[src/sv/m4i_pkg.sv]
package m4i_pkg;

  typedef enum logic [2:0] {
    S_LOAD,
    S_COF_GO,
    S_COF_WAIT,
    S_DET_GO,
    S_DET_WAIT,
    S_DIV_GO,
    S_DIV_WAIT,
    S_EMIT
  } top_state_t;

  typedef enum logic [2:0] {
    L_IDLE,
    L_FETCH,
    L_MUL,
    L_ACC,
    L_DNUM,
    L_DCHK,
    L_DIV
  } lane_state_t;

  typedef enum logic [1:0] {
    X_ELEM,
    X_MINOR,
    X_COF0
  } xsrc_t;

  typedef enum logic [1:0] {
    D_MINOR,
    D_COF,
    D_PART
  } dst_t;

  typedef struct packed {
    xsrc_t      xsrc;
    logic [1:0] xr;
    logic [1:0] xc;
    logic [1:0] yr;
    logic [1:0] yc;
    dst_t       dst;
    logic       sub;
    logic       clr;
    logic       full;
  } op_t;

  typedef struct packed {
    logic       start_cof;
    logic       start_div;
    logic [1:0] col;
  } lane_ctl_t;

  typedef struct packed {
    logic busy;
    logic ovf;
    logic neg;
  } lane_stat_t;

  localparam logic [3:0] STEP_COF_END = 4'd8;
  localparam logic [3:0] STEP_DET     = 4'd9;

  localparam int TU_SINGULAR = 0;
  localparam int TU_SAT      = 1;

  // index of the s-th kept row/column when k is struck out
  function automatic logic [1:0] m4i_skip(input logic [1:0] s, input logic [1:0] k);
    m4i_skip = (s >= k) ? s + 2'd1 : s;
  endfunction

  // 3x3 determinant by expansion along its first row, then the det partial
  function automatic op_t m4i_op(input logic [3:0] step);
    op_t op;
    op = '0;
    unique case (step)
      4'd0: op = '{X_ELEM,  2'd1, 2'd1, 2'd2, 2'd2, D_MINOR, 1'b0, 1'b1, 1'b0};
      4'd1: op = '{X_ELEM,  2'd1, 2'd2, 2'd2, 2'd1, D_MINOR, 1'b1, 1'b0, 1'b0};
      4'd2: op = '{X_MINOR, 2'd0, 2'd0, 2'd0, 2'd0, D_COF,   1'b0, 1'b1, 1'b0};
      4'd3: op = '{X_ELEM,  2'd1, 2'd0, 2'd2, 2'd2, D_MINOR, 1'b0, 1'b1, 1'b0};
      4'd4: op = '{X_ELEM,  2'd1, 2'd2, 2'd2, 2'd0, D_MINOR, 1'b1, 1'b0, 1'b0};
      4'd5: op = '{X_MINOR, 2'd0, 2'd0, 2'd0, 2'd1, D_COF,   1'b1, 1'b0, 1'b0};
      4'd6: op = '{X_ELEM,  2'd1, 2'd0, 2'd2, 2'd1, D_MINOR, 1'b0, 1'b1, 1'b0};
      4'd7: op = '{X_ELEM,  2'd1, 2'd1, 2'd2, 2'd0, D_MINOR, 1'b1, 1'b0, 1'b0};
      4'd8: op = '{X_MINOR, 2'd0, 2'd0, 2'd0, 2'd2, D_COF,   1'b0, 1'b0, 1'b0};
      4'd9: op = '{X_COF0,  2'd0, 2'd0, 2'd0, 2'd0, D_PART,  1'b0, 1'b1, 1'b1};
      default: op = '0;
    endcase
    return op;
  endfunction

endpackage

[src/sv/m4i_merge.sv]
module m4i_merge #(
  parameter int DATA_WIDTH = 32
) (
  input  logic                           clk,
  input  logic                           rst_n,
  input  logic                           go,
  input  logic signed [4*DATA_WIDTH+1:0] part [4],
  input  logic [DATA_WIDTH-1:0]          quo [4],
  input  m4i_pkg::lane_stat_t            stat [4],
  output logic                           busy,
  output logic                           det_zero,
  output logic [4*DATA_WIDTH+1:0]        dmag,
  output logic [4*DATA_WIDTH+1:0]        den,
  output logic [4*DATA_WIDTH-1:0]        row_data,
  output logic                           row_sat
);
  import m4i_pkg::*;

  localparam int DW   = DATA_WIDTH;
  localparam int DETW = 4 * DW + 2;
  localparam logic [DW-1:0] LIM = {1'b1, {(DW-1){1'b0}}};

  logic                   v1_r, v2_r;
  logic signed [DETW-1:0] s01_r, s23_r, det_r;
  logic [DETW-1:0]        dmag_r;
  logic                   zero_r, neg_r;
  logic                   n;

  always_ff @(posedge clk) begin
    if (!rst_n) begin
      v1_r <= 1'b0;
      v2_r <= 1'b0;
    end else begin
      v1_r <= go;
      v2_r <= v1_r;
    end
  end

  always_ff @(posedge clk) begin
    if (go) begin
      s01_r <= part[0] + part[1];
      s23_r <= part[2] + part[3];
    end
    if (v1_r) begin
      det_r <= s01_r + s23_r;
    end
    if (v2_r) begin
      dmag_r <= det_r[DETW-1] ? DETW'(-det_r) : det_r;
      zero_r <= (det_r == '0);
      neg_r  <= det_r[DETW-1];
    end
  end

  assign busy     = v1_r | v2_r;
  assign det_zero = zero_r;
  assign dmag     = dmag_r;
  assign den      = dmag_r << 1;

  always_comb begin
    row_sat = 1'b0;
    n       = 1'b0;
    for (int c = 0; c < 4; c++) begin
      n = stat[c].neg ^ neg_r;
      if (n) begin
        if (stat[c].ovf || quo[c] > LIM) begin
          row_data[DW*c +: DW] = LIM;
          row_sat = 1'b1;
        end else begin
          row_data[DW*c +: DW] = DW'(-quo[c]);
        end
      end else begin
        if (stat[c].ovf || quo[c] >= LIM) begin
          row_data[DW*c +: DW] = ~LIM;
          row_sat = 1'b1;
        end else begin
          row_data[DW*c +: DW] = quo[c];
        end
      end
    end
  end

endmodule
[config.mk]
export PLATFORM = sky130hd
export DESIGN_NAME = m4i_merge
export DESIGN_NICKNAME = d
export VERILOG_FILES = /design/src/sv/m4i_pkg.sv /design/src/sv/m4i_merge.sv
export SDC_FILE = /design/constraint.sdc
export NUM_CORES = 2
export LEC_CHECK = 0
export ABC_CLOCK_PERIOD_IN_PS = 7800
export BUFFER_PORTS_ARGS = -buffer_cell sky130_fd_sc_hd__buf_4
export CAP_MARGIN = 20
export CORE_UTILIZATION = 30
export CTS_BUF_LIST = sky130_fd_sc_hd__clkbuf_4 sky130_fd_sc_hd__clkbuf_8
export DETAILED_ROUTE_END_ITERATION = 10
export PLACE_DENSITY = 0.47
export SYNTH_ARGS = -nofsm -noshare
export SYNTH_HDL_FRONTEND = slang
export SYNTH_SLANG_ARGS = --single-unit
[constraint.sdc]
create_clock -name clk -period 7.8 [get_ports clk]
set_clock_uncertainty 0.05 [all_clocks]
set_input_delay 1.56 -clock clk [delete_from_list [all_inputs] [get_ports clk]]
set_output_delay 1.56 -clock clk [all_outputs]
set_load 0.05 [all_outputs]
**After elaboration in Yosys (flattened, before gate mapping)**

Cells that the tools add are included.

- Register bits after elaboration: 524
- Latch bits: 0
- Bits in writable memories: 0
- Bits in read-only memories: 0
- Bits of input ports: 663
- Output and inout port bits: 391
- Memories: 0

- $add $sub $neg: 8
- Multiply operators: 0
- Divide/modulo/power cells: 0
- $lt $le $gt $ge: 8
- Eq/ne operators: 0
- Shift operators: 0
- Muxes and demuxes: 25
- Bitwise logic cells: 5
- Reductions and logical operators: 9

Operators with widths:

| kind | number |
|---|---|
| adder 130 bit | 3 |
| 2-to-1 mux 32 bit | 12 |
| zero test 130 bit | 1 |
| negation 130 bit | 1 |
| 2-to-1 mux 129 bit | 1 |
| greater-or-equal comparator 32 bit, second input constant | 4 |
| > comparator 32 bit, second input constant | 4 |
| negation 32 bit | 4 |
| 2-to-1 mux 1 bit | 12 |
| logical OR 1 bit | 8 |
| bitwise XOR 1 bit | 4 |
| bitwise OR 1 bit | 1 |

**Depth between registers and ports, before layout**

- Depth in word-level cells: 10
- Depth in mapped cells: 15
- Depth with buffers taken out: 14

**Worst setup path before layout**

No wires, ideal clock.

- Path kind: input to output
- Start: in quo[0] in the netlist's numbering
- End: out row_data[111]
- Data arrival time: 6782 ps
- Required time: 6190 ps
- Slack: -592 ps
- Cell stages on the path: 15
- Buffers on the path: 2
- Path through: inv_1 -> ha_1 -> nor3b_1 -> nand3_1 -> or3_1 -> or3_1 -> or4b_1 -> or3_1 -> o41a_1 -> or2_1 -> buf_2 -> inv_2 -> nand2_1 -> clkbuf_1 -> o311ai_0

- Longest elaborated chain between the ends: 4
- Elaborated cells between the ends (all ways): 8
- Those cells by class: 1 x add/sub; 2 x order compare; 3 x mux; 2 x reduce/logical

Ends and longest elaborated chain:

| element | RTL line | text |
|---|---|---|
| start, declared | m4i_merge.sv:8 | `input logic [DATA_WIDTH-1:0] quo [4],` |
| greater-or-equal comparator 32 bit / > comparator 32 bit (equally long branches) | m4i_merge.sv:72, m4i_merge.sv:65 |  |
| logical OR 1 bit (on tied branches) | m4i_merge.sv:72, m4i_merge.sv:65 |  |
| 2-to-1 mux 32 bit (on tied branches) | m4i_merge.sv:72, m4i_merge.sv:65 |  |
| 2-to-1 mux 32 bit * | m4i_merge.sv:64 | `if (n) begin` |
| end, declared | m4i_merge.sv:14 | `output logic [4*DATA_WIDTH-1:0] row_data,` |

Mark *: on every way between the ends. The rest lies on a longest branch, timed or not.

**Worst setup path after layout**

- Start: in quo[14] in the netlist's numbering
- End: out row_data[108]

Same word-level chain as after synthesis.

==> impl_metrics.ini <==
[place]
place_hpwl_um = 200700
place_congestion = 0.9600
place_inst = 8813
placedInstanceArea_um2 = 58830
dpl_worst_slack_ns = -0.2691
portBuffers = 1048

[timing]
drv_slew = 0
worst_pin_slew_ns = 1.098
rsz0062_at_grt = no
finalCritPeriodShare = 0.9542
finalCriticalPeriod_ns = 7.443
maxSlewHeadroom = 0.2660
setup_slack_ns = 0.3573
finalSetupViolations = 0
hold_ws_ns = 0.4870
fmax_mhz = 134.4
hold_viol = 0

[worst_setup_path]
crit_chain = buf_4, nor4_2, nand3_1, or3_1, or3_1, or4b_1, or3_1, o41a_1, or2_1, inv_2, nand2_1, buf_12, o311ai_4, buf_4, buf_4
max_stage_delay_ns = 0.54
worstPathArrival_ns = 5.83
critPathMaxFanout = 19
crit_required_ns = 6.19
r2r_slack_ns = 2.29
critPathCaptureType = output pin
crit_type = input pin to output pin
start_kind = input pin
critPathSlowestCell = or4b_1

[global_route]
grt_start_max_net_pins = 172
grt-ovfl-total = 0
grt_pass1_wl_um = 330900
grt_usage = 0.2662
first_global_vias = 47760
antenna_found_initial = 30

[yosys]
synth_edf_count = 522
synth.mux.area_fraction = 0.0006559
post_synth_xor_area_fraction = 0.08847
syn-num-nets = 6979
synthAdderAreaFrac = 0.1001
synth_cells = 5921
synth_common_cells = 640 x a21oi_1, 566 x nand2_1, 522 x edfxtp_1, 476 x o21ai_0, 431 x nor2_1
yosysWarnings = 0
avgSynthCellArea_um2 = 8.376
netlist_top_cells_area = edfxtp_1 32%, ha_1 9.9%, a21oi_1 6.5%
synth-seq-cells = 524
yosysTopAreaCellShare = 0.3161
synth_most_common_cell = a21oi_1
synth_simple_gate_area_share = 0.1833
async_flop_share = 0
synth_area_um2 = 49600
synth.distinct_cells = 82
yosysSeqAreaShare = 0.3169
yosys.area.top_type = edfxtp_1
synth_top_family_by_area = compound AO/OA/AOI/OAI gates
synth_compound_area_frac = 0.2535
ys.flop_type = edfxtp_1

[clocking]
ctsHoldBuffers = 0
root_buffer = clkbuf_8
htreeDepth = 3
clock_latency_ns = 0.74
cts_buffers = 86
cts_tree = built
cts_buffer_depth = 3
cts_sinks = 524
path_clk_slew_ns = 0.06

[run_status]
outcome = finished, final reports clean

[cells_and_area]
fin_area_um2 = 60590
regArea_um2 = 15720
layout.cells.non_filler = 8977
fillerInstances = 17080
layout-drive-gt1-share = 0.1976
multi_input_area_um2 = 31100
syn2layout_area_growth_pct = 22.17
nets = 7785

[floorplanning]
coreArea_um2 = 163500
initial_core_util = 0.3033
chipWidth_um = 408.6
fp-row-count = 148
io_pins = 1054
die_area_um2 = 167000
die_h_um = 408.6

[routing]
routedWlPerCell_um = 25.94
detail-route-antenna-nets = 0
firstDrtPassIters = 6
drt_iter0_drc = 4425
drc_errors = 0
routed_via_density = 5.553
vias = 49850
drt-total-wl_um = 232900

[job]
maxCapViolCount = 0

[power]
p_per_area_nw_per_um2 = 216.2
power.leakage_uw = 0.02432
finalPower_uw = 13100
vdd_drop_max_mv = 0.1137

[worst_hold_path]
hp-class = register to register
## final cells by class
type,count,share of cell area
multi-input combinational,4773,0.5132
clock inverter,42,0.005452
antenna,14,0.0005782
clock buffer,107,0.02214
sequential,524,0.2595
timing repair buffer,1133,0.1412
tap,2175,0.04491
inverter,209,0.01295
## repair_timing
| item | in CTS | in global routing |
|---|---|---|
| setup buffers | 0 | 0 |
| gates resized for setup | 1 | 4 |
| pin swaps | 0 | 0 |
| endpoints found under the setup margin | 1 | 3 |
## critical path: cells and delay by family
family	cells	cell delay, ns
and+or+nand+nor	8	2.69
AOI/OAI and AO/OA	2	0.79
buffers and inverters	5	0.77
## final timing paths
| path | start | to | depth (start not counted) |
|---|---|---|---|
| worst max register to register | s01_r[1] | det_r[121] | 13 |
| worst max-delay path | quo[14] | row_data[108] | 15 |
| worst min-delay path | s23_r[0] | det_r[0] | 1 |
| worst min register to register | s23_r[0] | det_r[0] | 1 |
## routing by layer
metal | global-route usage | routed length [um]
met2 | 0.4329 | 107000
met1 | 0.3705 | 107300
met3 | 0.02517 | 11590
met5 | 0 | 13
met4 | 0.08162 | 6987
## registers in the layout (all words and copies together), names as in the netlist
| register | count |
|---|---|
| det_r | 130 |
| dmag | 130 |
| s01_r | 130 |
| s23_r | 130 |
| det_zero | 1 |
| neg_r | 1 |
| v1_r | 1 |
| v2_r | 1 |
## where the power goes
part           internal [uW]  switching, uW  leakage, uW
clock                   1270           1150     0.000842
combinational           2280           4120       0.0185
sequential              3890            390      0.00500
## logic make-up after synthesis
| group | Yosys count |
|---|---|
| compound gates | 1999 |
| flops | 524 |
| simple gates | 1874 |
| buf+inv | 624 |
| other cells | 1 |
| xor+xnor | 501 |
| fa+ha+maj | 395 |
| mux | 3 |
## layout by cell type, fill, tap and decap left out, drive strengths merged, types with 17 or more instances in the layout
master,Yosys,layout
nor2b,36,36
clkinv,0,26
or3,103,103
o21a,44,44
nand4,214,214
or2,41,41
inv,209,212
a21o,210,210
o41ai,31,31
nor4,45,45
clkbuf,277,107
a221oi,23,23
edfxtp,522,522
or4,39,39
nor3,174,174
o211ai,22,22
and2,32,32
a21oi,640,640
nand2,566,566
nand3,89,89
and3,17,17
o21bai,141,141
o21ai,479,479
a211oi,28,28
o311ai,96,96
xor2,153,153
nand2b,42,42
o31ai,73,73
ha,392,392
xnor2,348,348
a31oi,45,45
nor2,431,431
buf,138,1133
a21boi,35,35
## through the flow
stage / utilization / setup TNS, ns
CTS: 0.3700 / 0
detailed placement: 0.3598 / -0.2691
finish: 0.3706 / 0
global placement: 0.3598 / -0.2481
floorplan: - / -8.223
global route: 0.3705 / 0
(Power assumes the default switching activity.)
